`src/design/pcc_pkg.sv`:
```
// Package for the particle code to charge block: charge table, sideband
// and class types, and the constants of the code scheme. No dependencies.
package pcc_pkg;

  localparam int CODE_W   = 32;
  localparam int CHARGE_W = 4;
  localparam int BIN_W    = 24;   // magnitudes below the ion limit fit here
  localparam int BCD_W    = 32;   // eight decimal digits
  localparam int IDX_W    = 7;
  localparam int ROM_N    = 100;

  localparam logic [CODE_W-1:0] ION_LIMIT   = 32'd10000000;
  localparam logic [CODE_W-1:0] SMALL_LIMIT = 32'd100;
  localparam logic [CODE_W-1:0] OVZ_0 = 32'd1000017;
  localparam logic [CODE_W-1:0] OVZ_1 = 32'd1000018;
  localparam logic [CODE_W-1:0] OVZ_2 = 32'd1000034;
  localparam logic [CODE_W-1:0] OVZ_3 = 32'd1000052;
  localparam logic [CODE_W-1:0] OVZ_4 = 32'd1000053;
  localparam logic [CODE_W-1:0] OVZ_5 = 32'd1000054;
  localparam logic [CODE_W-1:0] OV6_0 = 32'd5100061;
  localparam logic [CODE_W-1:0] OV6_1 = 32'd5100062;

  localparam logic signed [CHARGE_W-1:0] CHARGE_ROM [ROM_N] = '{
    -4'sd1, 4'sd2, -4'sd1, 4'sd2, -4'sd1, 4'sd2, -4'sd1, 4'sd2, 4'sd0, 4'sd0,
    -4'sd3, 4'sd0, -4'sd3, 4'sd0, -4'sd3, 4'sd0, -4'sd3, 4'sd0, 4'sd0, 4'sd0,
    4'sd0, 4'sd0, 4'sd0, 4'sd3, 4'sd0, 4'sd0, 4'sd0, 4'sd0, 4'sd0, 4'sd0,
    4'sd3, 4'sd0, 4'sd3, 4'sd6, 4'sd0, 4'sd0, 4'sd3, 4'sd6, 4'sd0, 4'sd0,
    -4'sd1, 4'sd2, -4'sd1, 4'sd2, -4'sd1, 4'sd2, 4'sd0, 4'sd0, 4'sd0, 4'sd0,
    -4'sd3, 4'sd0, -4'sd3, 4'sd0, -4'sd3, 4'sd0, 4'sd0, 4'sd0, 4'sd0, 4'sd0,
    -4'sd1, 4'sd2, -4'sd1, 4'sd2, -4'sd1, 4'sd2, 4'sd0, 4'sd0, 4'sd0, 4'sd0,
    -4'sd3, 4'sd0, -4'sd3, 4'sd0, -4'sd3, 4'sd0, 4'sd3, 4'sd3, 4'sd0, 4'sd0,
    4'sd0, 4'sd0, 4'sd0, 4'sd0, 4'sd0, 4'sd0, 4'sd0, 4'sd0, 4'sd0, 4'sd0,
    4'sd0, 4'sd0, 4'sd0, 4'sd0, 4'sd0, 4'sd0, 4'sd0, 4'sd0, 4'sd0, 4'sd0
  };

  typedef struct packed {
    logic             neg;
    logic             kill;        // zero code or ion
    logic             rom_direct;  // magnitude 0..100
    logic             ov_zero;
    logic             ov_six;
    logic [IDX_W-1:0] mag7;
  } side_t;

  typedef enum logic [2:0] {
    CLS_ZERO       = 3'd0,
    CLS_ROM        = 3'd1,
    CLS_SIX        = 3'd2,
    CLS_MESON      = 3'd3,
    CLS_MESON_SWAP = 3'd4,
    CLS_DIQUARK    = 3'd5,
    CLS_BARYON     = 3'd6
  } cls_t;

  function automatic logic signed [CHARGE_W-1:0] quark_charge(logic [3:0] digit);
    if (digit == 4'd0 || digit > 4'd9) begin
      return '0;
    end
    return CHARGE_ROM[IDX_W'(digit - 4'd1)];
  endfunction

endpackage

```
`src/design/pcc_if.sv`:
```
// Stream interfaces for the particle code to charge block: input code
// channel and charge result channel. No dependencies.
interface pcc_code_if;
  logic               valid;
  logic               ready;
  logic signed [31:0] particle_code;
  modport source (output valid, output particle_code, input ready);
  modport sink (input valid, input particle_code, output ready);
endinterface

interface pcc_charge_if;
  logic              valid;
  logic              ready;
  logic signed [3:0] charge_times_three;
  modport source (output valid, output charge_times_three, input ready);
  modport sink (input valid, input charge_times_three, output ready);
endinterface

```
`src/design/particle_code_to_charge_top.sv`:
```
// Top level of the particle code to charge block: abs and range check,
// three decimal conversion stages, classification and charge output.
// Depends on pcc_pkg, pcc_if and pcc_bcd_stage.
//
// Usage:
//   code   : sink channel, one signed 32-bit particle code per beat.
//   charge : source channel, one signed 4-bit charge times three per beat,
//            in the order the codes were taken.
// Throughput is one code per cycle while the receiver holds ready high:
// every stage is a register with a valid bit, and the decimal split runs
// as eight shift-add-3 steps in each of three stages.
// When the receiver holds ready low, the result stays on the output and the
// stages behind it keep filling; code.ready falls once all six are full.
// Reset empties every stage; no result is shown until a code is taken.
module particle_code_to_charge_top (
  input  logic          clk,
  input  logic          rst,
  pcc_code_if.sink      code,
  pcc_charge_if.source  charge
);
  import pcc_pkg::*;

  localparam int NSTG = 3;

  // stage 1: magnitude and flags
  logic              v1;
  logic              rdy1;
  side_t             side1;
  logic [BIN_W-1:0]  bin1;
  logic [CODE_W-1:0] mag;

  // decimal conversion chain
  logic              sv   [NSTG+1];
  logic              srdy [NSTG+1];
  side_t             sside[NSTG+1];
  logic [BCD_W-1:0]  sbcd [NSTG+1];
  logic [BIN_W-1:0]  sbin [NSTG+1];

  // stage 5: class
  logic                     v5;
  logic                     rdy5;
  cls_t                     cls5;
  logic                     neg5;
  logic [IDX_W-1:0]         idx5;
  logic signed [CHARGE_W-1:0] qc1, qc2, qc3;

  // output
  logic                     vo;
  logic                     rdyo;
  logic [CHARGE_W-1:0]      res;

  assign mag = code.particle_code[CODE_W-1] ? CODE_W'(-code.particle_code)
                                            : CODE_W'(code.particle_code);

  assign rdy1       = !v1 || srdy[0];
  assign code.ready = rdy1;

  always_ff @(posedge clk) begin
    if (rst) begin
      v1 <= 1'b0;
    end else if (rdy1) begin
      v1 <= code.valid;
    end
  end

  always_ff @(posedge clk) begin
    if (code.valid && rdy1) begin
      side1.neg        <= code.particle_code[CODE_W-1];
      side1.kill       <= (mag == '0) || (mag >= ION_LIMIT);
      side1.rom_direct <= (mag <= SMALL_LIMIT);
      side1.ov_zero    <= (mag == OVZ_0) || (mag == OVZ_1) || (mag == OVZ_2) ||
                          (mag == OVZ_3) || (mag == OVZ_4) || (mag == OVZ_5);
      side1.ov_six     <= (mag == OV6_0) || (mag == OV6_1);
      side1.mag7       <= mag[IDX_W-1:0];
      bin1             <= mag[BIN_W-1:0];
    end
  end

  assign sv[0]    = v1;
  assign sside[0] = side1;
  assign sbcd[0]  = '0;
  assign sbin[0]  = bin1;
  assign srdy[NSTG] = rdy5;

  for (genvar g = 0; g < NSTG; g++) begin : g_bcd
    pcc_bcd_stage u_stage (
      .clk       (clk),
      .rst       (rst),
      .in_valid  (sv[g]),
      .in_ready  (srdy[g]),
      .side_in   (sside[g]),
      .bcd_in    (sbcd[g]),
      .bin_in    (sbin[g]),
      .out_valid (sv[g+1]),
      .out_ready (srdy[g+1]),
      .side_out  (sside[g+1]),
      .bcd_out   (sbcd[g+1]),
      .bin_out   (sbin[g+1])
    );
  end

  // stage 5: classify from decimal digits
  side_t      sd;
  logic [3:0] dj, d1, d2, d3, dx;
  cls_t       cls_next;
  logic [IDX_W-1:0] idx_next;

  assign sd = sside[NSTG];
  assign dj = sbcd[NSTG][3:0];
  assign d1 = sbcd[NSTG][7:4];
  assign d2 = sbcd[NSTG][11:8];
  assign d3 = sbcd[NSTG][15:12];
  assign dx = sbcd[NSTG][27:24];

  always_comb begin
    idx_next = sd.rom_direct ? sd.mag7
                             : IDX_W'({3'b000, d1} * 7'd10 + {3'b000, dj});
    if (sd.kill) begin
      cls_next = CLS_ZERO;
    end else if (sd.rom_direct) begin
      cls_next = CLS_ROM;
    end else if (dj == 4'd0) begin
      cls_next = CLS_ZERO;
    end else if (dx != 4'd0 && d3 == 4'd0 && d2 == 4'd0) begin
      if (sd.ov_six) begin
        cls_next = CLS_SIX;
      end else if (sd.ov_zero) begin
        cls_next = CLS_ZERO;
      end else begin
        cls_next = CLS_ROM;
      end
    end else if (d3 == 4'd0) begin
      cls_next = (d2 == 4'd3 || d2 == 4'd5) ? CLS_MESON_SWAP : CLS_MESON;
    end else if (d1 == 4'd0) begin
      cls_next = CLS_DIQUARK;
    end else begin
      cls_next = CLS_BARYON;
    end
  end

  assign rdy5 = !v5 || rdyo;

  always_ff @(posedge clk) begin
    if (rst) begin
      v5 <= 1'b0;
    end else if (rdy5) begin
      v5 <= sv[NSTG];
    end
  end

  always_ff @(posedge clk) begin
    if (sv[NSTG] && rdy5) begin
      cls5 <= cls_next;
      neg5 <= sd.neg;
      idx5 <= idx_next;
      qc1  <= quark_charge(d1);
      qc2  <= quark_charge(d2);
      qc3  <= quark_charge(d3);
    end
  end

  // output stage: table read, sum and sign
  logic signed [CHARGE_W-1:0] rom_v;
  logic signed [CHARGE_W:0]   q;
  logic signed [CHARGE_W:0]   q_signed;

  always_comb begin
    rom_v = '0;
    if (idx5 != '0 && idx5 <= IDX_W'(ROM_N)) begin
      rom_v = CHARGE_ROM[IDX_W'(idx5 - 1'b1)];
    end
    case (cls5)
      CLS_ZERO:       q = '0;
      CLS_ROM:        q = (CHARGE_W+1)'(rom_v);
      CLS_SIX:        q = 5'sd6;
      CLS_MESON:      q = (CHARGE_W+1)'(qc2) - (CHARGE_W+1)'(qc1);
      CLS_MESON_SWAP: q = (CHARGE_W+1)'(qc1) - (CHARGE_W+1)'(qc2);
      CLS_DIQUARK:    q = (CHARGE_W+1)'(qc3) + (CHARGE_W+1)'(qc2);
      CLS_BARYON:     q = (CHARGE_W+1)'(qc3) + (CHARGE_W+1)'(qc2) + (CHARGE_W+1)'(qc1);
      default:        q = '0;
    endcase
    q_signed = neg5 ? -q : q;
  end

  assign rdyo = !vo || charge.ready;

  always_ff @(posedge clk) begin
    if (rst) begin
      vo <= 1'b0;
    end else if (rdyo) begin
      vo <= v5;
    end
  end

  always_ff @(posedge clk) begin
    if (v5 && rdyo) begin
      res <= q_signed[CHARGE_W-1:0];
    end
  end

  assign charge.valid              = vo;
  assign charge.charge_times_three = res;

`ifndef NO_ASSERTIONS
  a_range: assert property (@(posedge clk) disable iff (rst)
    charge.valid |-> charge.charge_times_three >= -4'sd6 &&
                     charge.charge_times_three <= 4'sd6)
    else $error("charge out of range");
  a_zero: assert property (@(posedge clk) disable iff (rst)
    v5 && rdyo && cls5 == CLS_ZERO |=> res == '0)
    else $error("zero class gave a nonzero charge");
  a_ion: assert property (@(posedge clk) disable iff (rst)
    code.valid && code.ready && code.particle_code == 32'sh80000000 |=> side1.kill)
    else $error("most negative code not treated as ion");
  a_cls_hold: assert property (@(posedge clk) disable iff (rst)
    v5 && !rdyo |=> v5 && $stable(cls5) && $stable(idx5))
    else $error("class stage changed while stalled");
`endif

endmodule

```
`src/design/pcc_bcd_stage.sv`:
```
// One pipeline stage of the binary to decimal conversion: eight
// shift-add-3 steps per beat. Depends on pcc_pkg.
module pcc_bcd_stage (
  input  logic                       clk,
  input  logic                       rst,
  input  logic                       in_valid,
  output logic                       in_ready,
  input  pcc_pkg::side_t             side_in,
  input  logic [pcc_pkg::BCD_W-1:0]  bcd_in,
  input  logic [pcc_pkg::BIN_W-1:0]  bin_in,
  output logic                       out_valid,
  input  logic                       out_ready,
  output pcc_pkg::side_t             side_out,
  output logic [pcc_pkg::BCD_W-1:0]  bcd_out,
  output logic [pcc_pkg::BIN_W-1:0]  bin_out
);
  import pcc_pkg::*;

  localparam int STEPS = 8;

  function automatic logic [BCD_W-1:0] dabble(logic [BCD_W-1:0] bcd,
                                              logic [STEPS-1:0] bits);
    logic [BCD_W-1:0] b;
    b = bcd;
    for (int i = 0; i < STEPS; i++) begin
      for (int k = 0; k < BCD_W / 4; k++) begin
        if (b[4*k +: 4] >= 4'd5) begin
          b[4*k +: 4] = b[4*k +: 4] + 4'd3;
        end
      end
      b = {b[BCD_W-2:0], bits[STEPS-1-i]};
    end
    return b;
  endfunction

  logic valid;

  assign in_ready  = !valid || out_ready;
  assign out_valid = valid;

  always_ff @(posedge clk) begin
    if (rst) begin
      valid <= 1'b0;
    end else if (in_ready) begin
      valid <= in_valid;
    end
  end

  always_ff @(posedge clk) begin
    if (in_valid && in_ready) begin
      side_out <= side_in;
      bcd_out  <= dabble(bcd_in, bin_in[BIN_W-1 -: STEPS]);
      bin_out  <= {bin_in[BIN_W-STEPS-1:0], {STEPS{1'b0}}};
    end
  end

`ifndef NO_ASSERTIONS
  a_hold: assert property (@(posedge clk) disable iff (rst)
    valid && !out_ready |=> valid && $stable(bcd_out) && $stable(side_out))
    else $error("bcd stage lost or changed a stalled beat");
  a_fill: assert property (@(posedge clk) disable iff (rst)
    in_valid && in_ready |=> valid)
    else $error("bcd stage dropped an accepted beat");
  a_drain: assert property (@(posedge clk) disable iff (rst)
    valid && out_ready && !in_valid |=> !valid)
    else $error("bcd stage repeated a beat");
`endif

endmodule
```
`src/flat_wrapper.sv`:
```
// flat-port wrapper written by rule: the top's interface ports become plain ports
module particle_code_to_charge_top_flat import pcc_pkg::*;
  (clk, rst, code_valid, code_particle_code, code_ready, charge_valid, charge_charge_times_three, charge_ready);
  pcc_code_if code_i ();
  pcc_charge_if charge_i ();
  input  logic clk;
  input  logic rst;
  input wire logic [$bits(code_i.valid)-1:0] code_valid;
  input wire logic [$bits(code_i.particle_code)-1:0] code_particle_code;
  output wire logic [$bits(code_i.ready)-1:0] code_ready;
  output wire logic [$bits(charge_i.valid)-1:0] charge_valid;
  output wire logic [$bits(charge_i.charge_times_three)-1:0] charge_charge_times_three;
  input wire logic [$bits(charge_i.ready)-1:0] charge_ready;
  assign code_i.valid = code_valid;
  assign code_i.particle_code = code_particle_code;
  assign code_ready = code_i.ready;
  assign charge_valid = charge_i.valid;
  assign charge_charge_times_three = charge_i.charge_times_three;
  assign charge_i.ready = charge_ready;
  particle_code_to_charge_top u_core (.clk(clk), .rst(rst), .code(code_i), .charge(charge_i));
endmodule
```
`config.mk`:
```
export PLATFORM = sky130hd
export DESIGN_NAME = particle_code_to_charge_top_flat
export DESIGN_NICKNAME = d
export VERILOG_FILES = /design/src/design/pcc_pkg.sv /design/src/design/pcc_if.sv /design/src/design/particle_code_to_charge_top.sv /design/src/design/pcc_bcd_stage.sv /design/src/flat_wrapper.sv
export SDC_FILE = /design/constraint.sdc
export NUM_CORES = 1
export LEC_CHECK = 0
export ABC_AREA = 0
export BUFFER_PORTS_ARGS = -buffer_cell sky130_fd_sc_hd__buf_4
export CAP_MARGIN = 20
export CORE_AREA = 2 2 173 175
export DETAILED_ROUTE_END_ITERATION = 12
export DIE_AREA = 0 0 175 177
export PLACE_DENSITY = 0.76
export SKIP_LAST_GASP = 1
export SLEW_MARGIN = 20
export SYNTH_ARGS = -nofsm -noshare
export SYNTH_HDL_FRONTEND = slang
export SYNTH_SLANG_ARGS = --single-unit
```
`constraint.sdc`:
```
create_clock -name clk -period 16.9 [get_ports clk]
set_input_delay 1.69 -clock clk [delete_from_list [all_inputs] [get_ports clk]]
set_output_delay 1.69 -clock clk [all_outputs]
set_load 0.01 [all_outputs]
```
# Word-level counts from Yosys, hierarchy flattened

Memories as Yosys holds them, arrays and structs flattened.
Index checks and enable logic that the tools add are counted.

Register bits: 221
Memory bits (read-only): 2048
Input port bits: 36
Output and inout port bits: 6
Word-level logic and storage cells: 761
Memories: 4

Memories:

| name            | depth | bits a word | rd ports | clocked after memory_dff | write ports | RTL line                           | source |
|---|---|---|---|---|---|---|---|
| (no name shown) | 128   | 4           | 1        | 0                        | 0           | pcc_pkg.sv:59                      | `return CHARGE_ROM[IDX_W'(digit - 4'd1)];` |
| (no name shown) | 128   | 4           | 1        | 0                        | 0           | pcc_pkg.sv:59                      |  |
| (no name shown) | 128   | 4           | 1        | 0                        | 0           | pcc_pkg.sv:59                      |  |
| (no name shown) | 128   | 4           | 1        | 0                        | 0           | particle_code_to_charge_top.sv:170 | `rom_v = CHARGE_ROM[IDX_W'(idx5 - 1'b1)];` |

Add/sub/neg operators: 166
$mul: 1
Order comparisons: 165
Equal/unequal tests: 16
Multiplexer cells: 321
Bitwise operators: 4
Reductions and logical operators: 40

Operator list:

| cell                   | number |
|---|---|
| $mux W4                | 287 |
| $ge A4 B3 Y1 const B   | 155 |
| $add A4 B2 Y4 const B  | 145 |
| $eq A32 B20 Y1 const B | 6 |
| $eq A32 B23 Y1 const B | 2 |
| $mux W3                | 21 |
| $ge A32 B24 Y1 const B | 1 |
| $ge A8 B8 Y1 const B   | 4 |
| $le A32 B7 Y1 const B  | 1 |
| $logic_not A32 Y1      | 1 |
| $mux W32               | 1 |
| $neg A32 Y32           | 1 |
| $not A7 Y8             | 4 |
| $add A3 B2 Y3 const B  | 10 |
| $pmux W4 S6            | 1 |
| $logic_or A1 B1 Y1     | 17 |
| $logic_not A4 Y1       | 4 |
| $sub A4 B1 Y5 const B  | 3 |
| $gt A4 B4 Y1 const B   | 3 |
| $eq A3 B3 Y1 const B   | 3 |
| $logic_and A1 B1 Y1    | 9 |
| $mux W1                | 9 |
| $add A4 B4 Y4          | 2 |
| $sub A4 B4 Y4          | 2 |
| other kinds (15)       | 21 |

# Depth between registers and ports, before layout

Depth after elaboration: 28
Depth in mapped cells: 38
Depth with buffers taken out: 38

# Modules after synthesis

Synthesis repeated with hierarchy kept, for this count alone.

Cell total of the unflattened synthesis: 4506
Area total of the unflattened synthesis: 36780.3 um^2

By module, submodules not included:

| module                      | times used | cells an instance | area each (um^2) | seq. area each (um^2) |
|---|---|---|---|---|
| pcc_bcd_stage               | 3          | 1339              | 10745.3          | 1821.7 |
| particle_code_to_charge_top | 1          | 489               | 4544.4           | 1561.5 |

# Worst setup path before layout

Ideal clock, no wire load.

Path kind: reg2reg
From: register u_core.g_bcd[1].u_stage.bcd_out[0] (netlist name)
To: register u_core.g_bcd[2].u_stage.bcd_out[7] (netlist name) (data pin)
Arrival: 6570 ps
Path slack: 10073 ps
Cell stages (with the launch flop): 32
Clock period less this slack: 6827 ps
Cell sequence: edfxtp_1 > inv_1 > ha_1 > and2b_4 > or3_4 > nand2_1 > ha_1 > inv_1 > o21ai_0 > a211oi_1 > nor2_1 > inv_1 > ha_1 > o211a_1 > o32a_1 > nor3_1 > a21oi_1 > ha_1 > a2111oi_1 > maj3_2 > o311ai_4 > xnor2_1 > ha_1 > a2111oi_4 > xnor2_1 > inv_1 > ha_1 > or3_1 > a21oi_2 > a211oi_1 > a21o_1 > a22o_1

Longest elaborated chain between the ends: 23

RTL lines:

| item                                          | RTL line                                 | source |
|---|---|---|
| start: declaration                            | pcc_bcd_stage.sv:14                      | `output logic [pcc_pkg::BCD_W-1:0] bcd_out,` |
| start signal: assignment                      | pcc_bcd_stage.sv:52                      | `bcd_out <= dabble(bcd_in, bin_in[BIN_W-1 -: STEPS]);` |
| $add A4 B2 Y4 or $ge A4 B3 Y1 (tied branches) | pcc_bcd_stage.sv:28, pcc_bcd_stage.sv:27 |  |
| $mux W4 (*)                                   | pcc_bcd_stage.sv:27                      | `if (b[4*k +: 4] >= 4'd5) begin` |
| $mux W4 (*)                                   | pcc_bcd_stage.sv:50                      | `if (in_valid && in_ready) begin` |
| $add A4 B2 Y4 or $ge A4 B3 Y1 (tied branches) | pcc_bcd_stage.sv:28, pcc_bcd_stage.sv:27 |  |
| $mux W4                                       | pcc_bcd_stage.sv:27                      |  |
| $mux W4                                       | pcc_bcd_stage.sv:50                      |  |
| $add A4 B2 Y4 or $ge A4 B3 Y1 (tied branches) | pcc_bcd_stage.sv:28, pcc_bcd_stage.sv:27 |  |
| $mux W4                                       | pcc_bcd_stage.sv:27                      |  |
| [... 7 more ...]                              | -                                        |  |
| $add A4 B2 Y4 or $ge A4 B3 Y1 (tied branches) | pcc_bcd_stage.sv:28, pcc_bcd_stage.sv:27 |  |
| $mux W4                                       | pcc_bcd_stage.sv:27                      |  |
| $mux W4                                       | pcc_bcd_stage.sv:50                      |  |
| $add A4 B2 Y4 or $ge A4 B3 Y1 (tied branches) | pcc_bcd_stage.sv:28, pcc_bcd_stage.sv:27 |  |
| $mux W4                                       | pcc_bcd_stage.sv:27                      |  |
| $mux W4                                       | pcc_bcd_stage.sv:50                      |  |
| $add A4 B2 Y4 or $ge A4 B3 Y1 (tied branches) | pcc_bcd_stage.sv:28, pcc_bcd_stage.sv:27 |  |
| $mux W4 (*)                                   | pcc_bcd_stage.sv:27                      |  |
| end signal: assignment                        | pcc_bcd_stage.sv:52                      |  |
| end: declaration                              | pcc_bcd_stage.sv:14                      |  |

Every way passes the cells marked *; elsewhere a longest branch is shown, timed or not. The select of a mux whose other input is x is not followed.
A chain may end at the register's enable or synchronous reset.

# Worst setup path in the final report

Ends and elaborated chain as after synthesis.

==> flow_summary.json <==
{
  "outcome": "complete, no violations",
  "ys_ff_latch": 152,
  "ant_nets": 0,
  "fmax_ghz": 0.133,
  "arrival_ps": 7710,
  "initial_core_util_pct": 59.2,
  "antenna_found_initial": 0,
  "r2r_setup_slack_ps": 9380,
  "ys_warn_count": 0,
  "htreeDepth": 4,
  "final_nets": 2259,
  "r2r-end": "u_core.g_bcd[2].u_stage.bcd_out[7]$_DFFE_PP_",
  "cp-end-kind": "flop",
  "cts_hold_buf": 0,
  "grt_setup_unrepaired": "no",
  "ctsLongestPathBuffers": 2,
  "ys.flop_type": "edfxtp_1",
  "final_hold_viol_count": 0,
  "hold_depth": 0,
  "area_growth_pct": 7.08,
  "routedWlPerCell_um": 14.7,
  "synth_edf_count": 146,
  "maxCapViolCount": 0,
  "clk_pin_slew_worst_paths_ps": 80,
  "fin_setup_tns_ps": 0,
  "vias": 15721,
  "slowest_delay_ps": 480,
  "cp_max_fo": 8,
  "r2r-start": "u_core.g_bcd[1].u_stage.bcd_out[0]$_DFFE_PP_",
  "gp_congestion": 0.898,
  "cts_resized": 0,
  "worstHoldEndpoint": "u_core.g_bcd[0].u_stage.side_out[1]$_DFFE_PP_",
  "rr_worst_depth": 31,
  "synth_area_leader_cell": "edfxtp_1",
  "final_max_slew_viol_count": 0,
  "fin_crit_ps": 7520,
  "cts-buffers-inserted": 17,
  "grt.total_usage_pct": 23.4,
  "fin_crit_sh_pct": 44.5,
  "synth_seq_area_share_pct": 26.0,
  "via_per_inst": 6.24,
  "synth_cell_types": 118,
  "cp_slowest_cell": "edfxtp_1",
  "yosys.cell_count.top_type": "nand2_1",
  "setup_viol": 0,
  "grt_pass1_wl_mm": 62.7,
  "grt_pass1_vias": 14210,
  "maxSlewHeadroom_pct": 28.7,
  "drive_gt1_share_pct": 9.59,
  "cp_data_required_time_ps": 17090,
  "netlist_instances": 2110,
  "hp-start": "u_core.bin1[1]$_DFFE_PP_",
  "ios": 42,
  "cts_num_sinks": 152,
  "crit_top_cell": "ha_1",
  "worstMarginPinSlew_ps": 1060,
  "firstDrtPassIters": 8,
  "drcViolationCount": 0,
  "syn_nets": 2254,
  "hp-class": "flop to flop",
  "synth_top_cell_area_share_pct": 25.3,
  "fp.dieArea_um2": 31000,
  "cts_setup_buffers": 0,
  "antenna_cells": 0,
  "critPathKind": "flop to flop",
  "drt-initial-drc-count": 1305,
  "clk_latency_ps": 440,
  "die_h_um": 177,
  "synth_commonest_cells": "nand2_1, nor2_1, edfxtp_1",
  "clock_skew_ps": 19.6,
  "fillCellCount": 2492,
  "dp_hpwl_mm": 28.2,
  "overflow": 0,
  "netlist_area_um2": 17300,
  "num_rows": 63,
  "drt_wl_total_mm": 37.1,
  "cts-root-buf": "clkbuf_16",
  "synth.area.top_cells": "edfxtp_1, ha_1, a21oi_1",
  "syn_area_per_cell_um2": 8.21,
  "core_area_um2": 29200,
  "grt_max_degree": 35,
  "async_flop_share_pct": 0,
  "die_w_um": 175,
  "portBuffers": 41,
  "cp-start-kind": "flop",
  "cts_tree": "built"
}
metrics by stage:
| step | instance area (um^2) | cells | hold WS, ps | setup WS, ps | util (%) |
|---|---|---|---|---|---|
| after global routing | 18500 | 2518 | 422 | 8740 | 63.4 |
| final | 18500 | 2518 | 412 | 9380 | 63.4 |
| after CTS | 18500 | 2517 | 413 | 9410 | 63.3 |
| after detailed placement | 17900 | 2485 | 405 | 9450 | 61.3 |
| after floorplan | 17300 | 2110 | 400 | 10070 | - |
| after global placement | 17900 | 2485 | 403 | 9740 | 61.3 |
kinds of logic after synthesis:
logic type                 share of synthesized area [%]
DFF                                                 26.0
muxes                                               5.11
xor gates and xnor gates                            5.21
adders and majority gates                           8.21
AOI/OAI and AO/OA                                   30.1
buffers and inverters                               4.53
and+or+nand+nor                                     20.8
critical path, delay by kind of cell, from the launching register on:
family,cells,cell delay [ps]
buf+inv,4,300
fa+ha+maj,7,1770
simple gates,6,1680
compound gates,12,2570
flops,1,480
xor+xnor,2,500
layout by cell type (no fill, tap or decap), types with 35 or more instances in the layout:
master    count
a211oi_1     36
a21oi_1     143
buf_4        46
edfxtp_1    146
ha_1        103
inv_1       137
mux2i_1      55
nand2_1     181
nand2b_1     48
nand3_1      69
nor2_1      180
nor3_1       66
o21ai_0     141
o21ai_1      35
xnor2_1      62
sequential cells by signal (all words and copies together) (netlist names), 2 cells and up:
register / flops
u_core.qc3: 2
u_core.g_bcd.u_stage.bin_out: 12
u_core.qc2: 2
u_core.qc1: 2
u_core.g_bcd.u_stage.side_out: 34
u_core.idx5: 7
u_core.g_bcd.u_stage.out_valid: 3
u_core.cls5: 3
u_core.charge.charge_times_three: 4
u_core.g_bcd.u_stage.bcd_out: 50
u_core.bin1: 24
u_core.side1: 5
final cells by class:
type | count | area (um^2) | share of cell area (%)
multi-input cells | 1755 | 12100 | 65.0
flip-flops and latches | 152 | 4500 | 24.3
inverters | 142 | 533 | 2.87
well taps | 390 | 488 | 2.63
clock buffers | 17 | 425 | 2.29
repair buffers | 47 | 373 | 2.01
clock inverters | 15 | 163 | 0.877
per-layer routing:
| layer | share of wire (%) | vias up | wire [um] | GRT usage (%) |
|---|---|---|---|---|
| met2 | 49 | 294 | 18200 | 40.9 |
| li1 | - | 8002 | - | - |
| met5 | 0 | - | 0 | 0 |
| met3 | 3.1 | 50 | 1170 | 2.84 |
| met1 | 47 | 7375 | 17300 | 30.9 |
| met4 | 1.4 | 0 | 509 | 5.59 |
how the worst max path moves through the flow:
stage | from | endpoint | slack, ps
floorplan | u_core.g_bcd[1].u_stage.bcd_out[0]$_DFFE_PP_ | u_core.g_bcd[2].u_stage.bcd_out[7]$_DFFE_PP_ | 10070
global placement | u_core.g_bcd[1].u_stage.bcd_out[0]$_DFFE_PP_ | u_core.g_bcd[2].u_stage.bcd_out[7]$_DFFE_PP_ | 9740
detailed placement | u_core.g_bcd[1].u_stage.bcd_out[0]$_DFFE_PP_ | u_core.g_bcd[2].u_stage.bcd_out[7]$_DFFE_PP_ | 9450
CTS | u_core.g_bcd[1].u_stage.bcd_out[0]$_DFFE_PP_ | u_core.g_bcd[2].u_stage.bcd_out[7]$_DFFE_PP_ | 9410
global route | u_core.g_bcd[1].u_stage.bcd_out[16]$_DFFE_PP_ | u_core.g_bcd[2].u_stage.bcd_out[25]$_DFFE_PP_ | 8740
finish | u_core.g_bcd[1].u_stage.bcd_out[0]$_DFFE_PP_ | u_core.g_bcd[2].u_stage.bcd_out[7]$_DFFE_PP_ | 9380
Power is not shown: default switching activity piles up to over one toggle a cycle in this logic, so the estimate is an artifact.
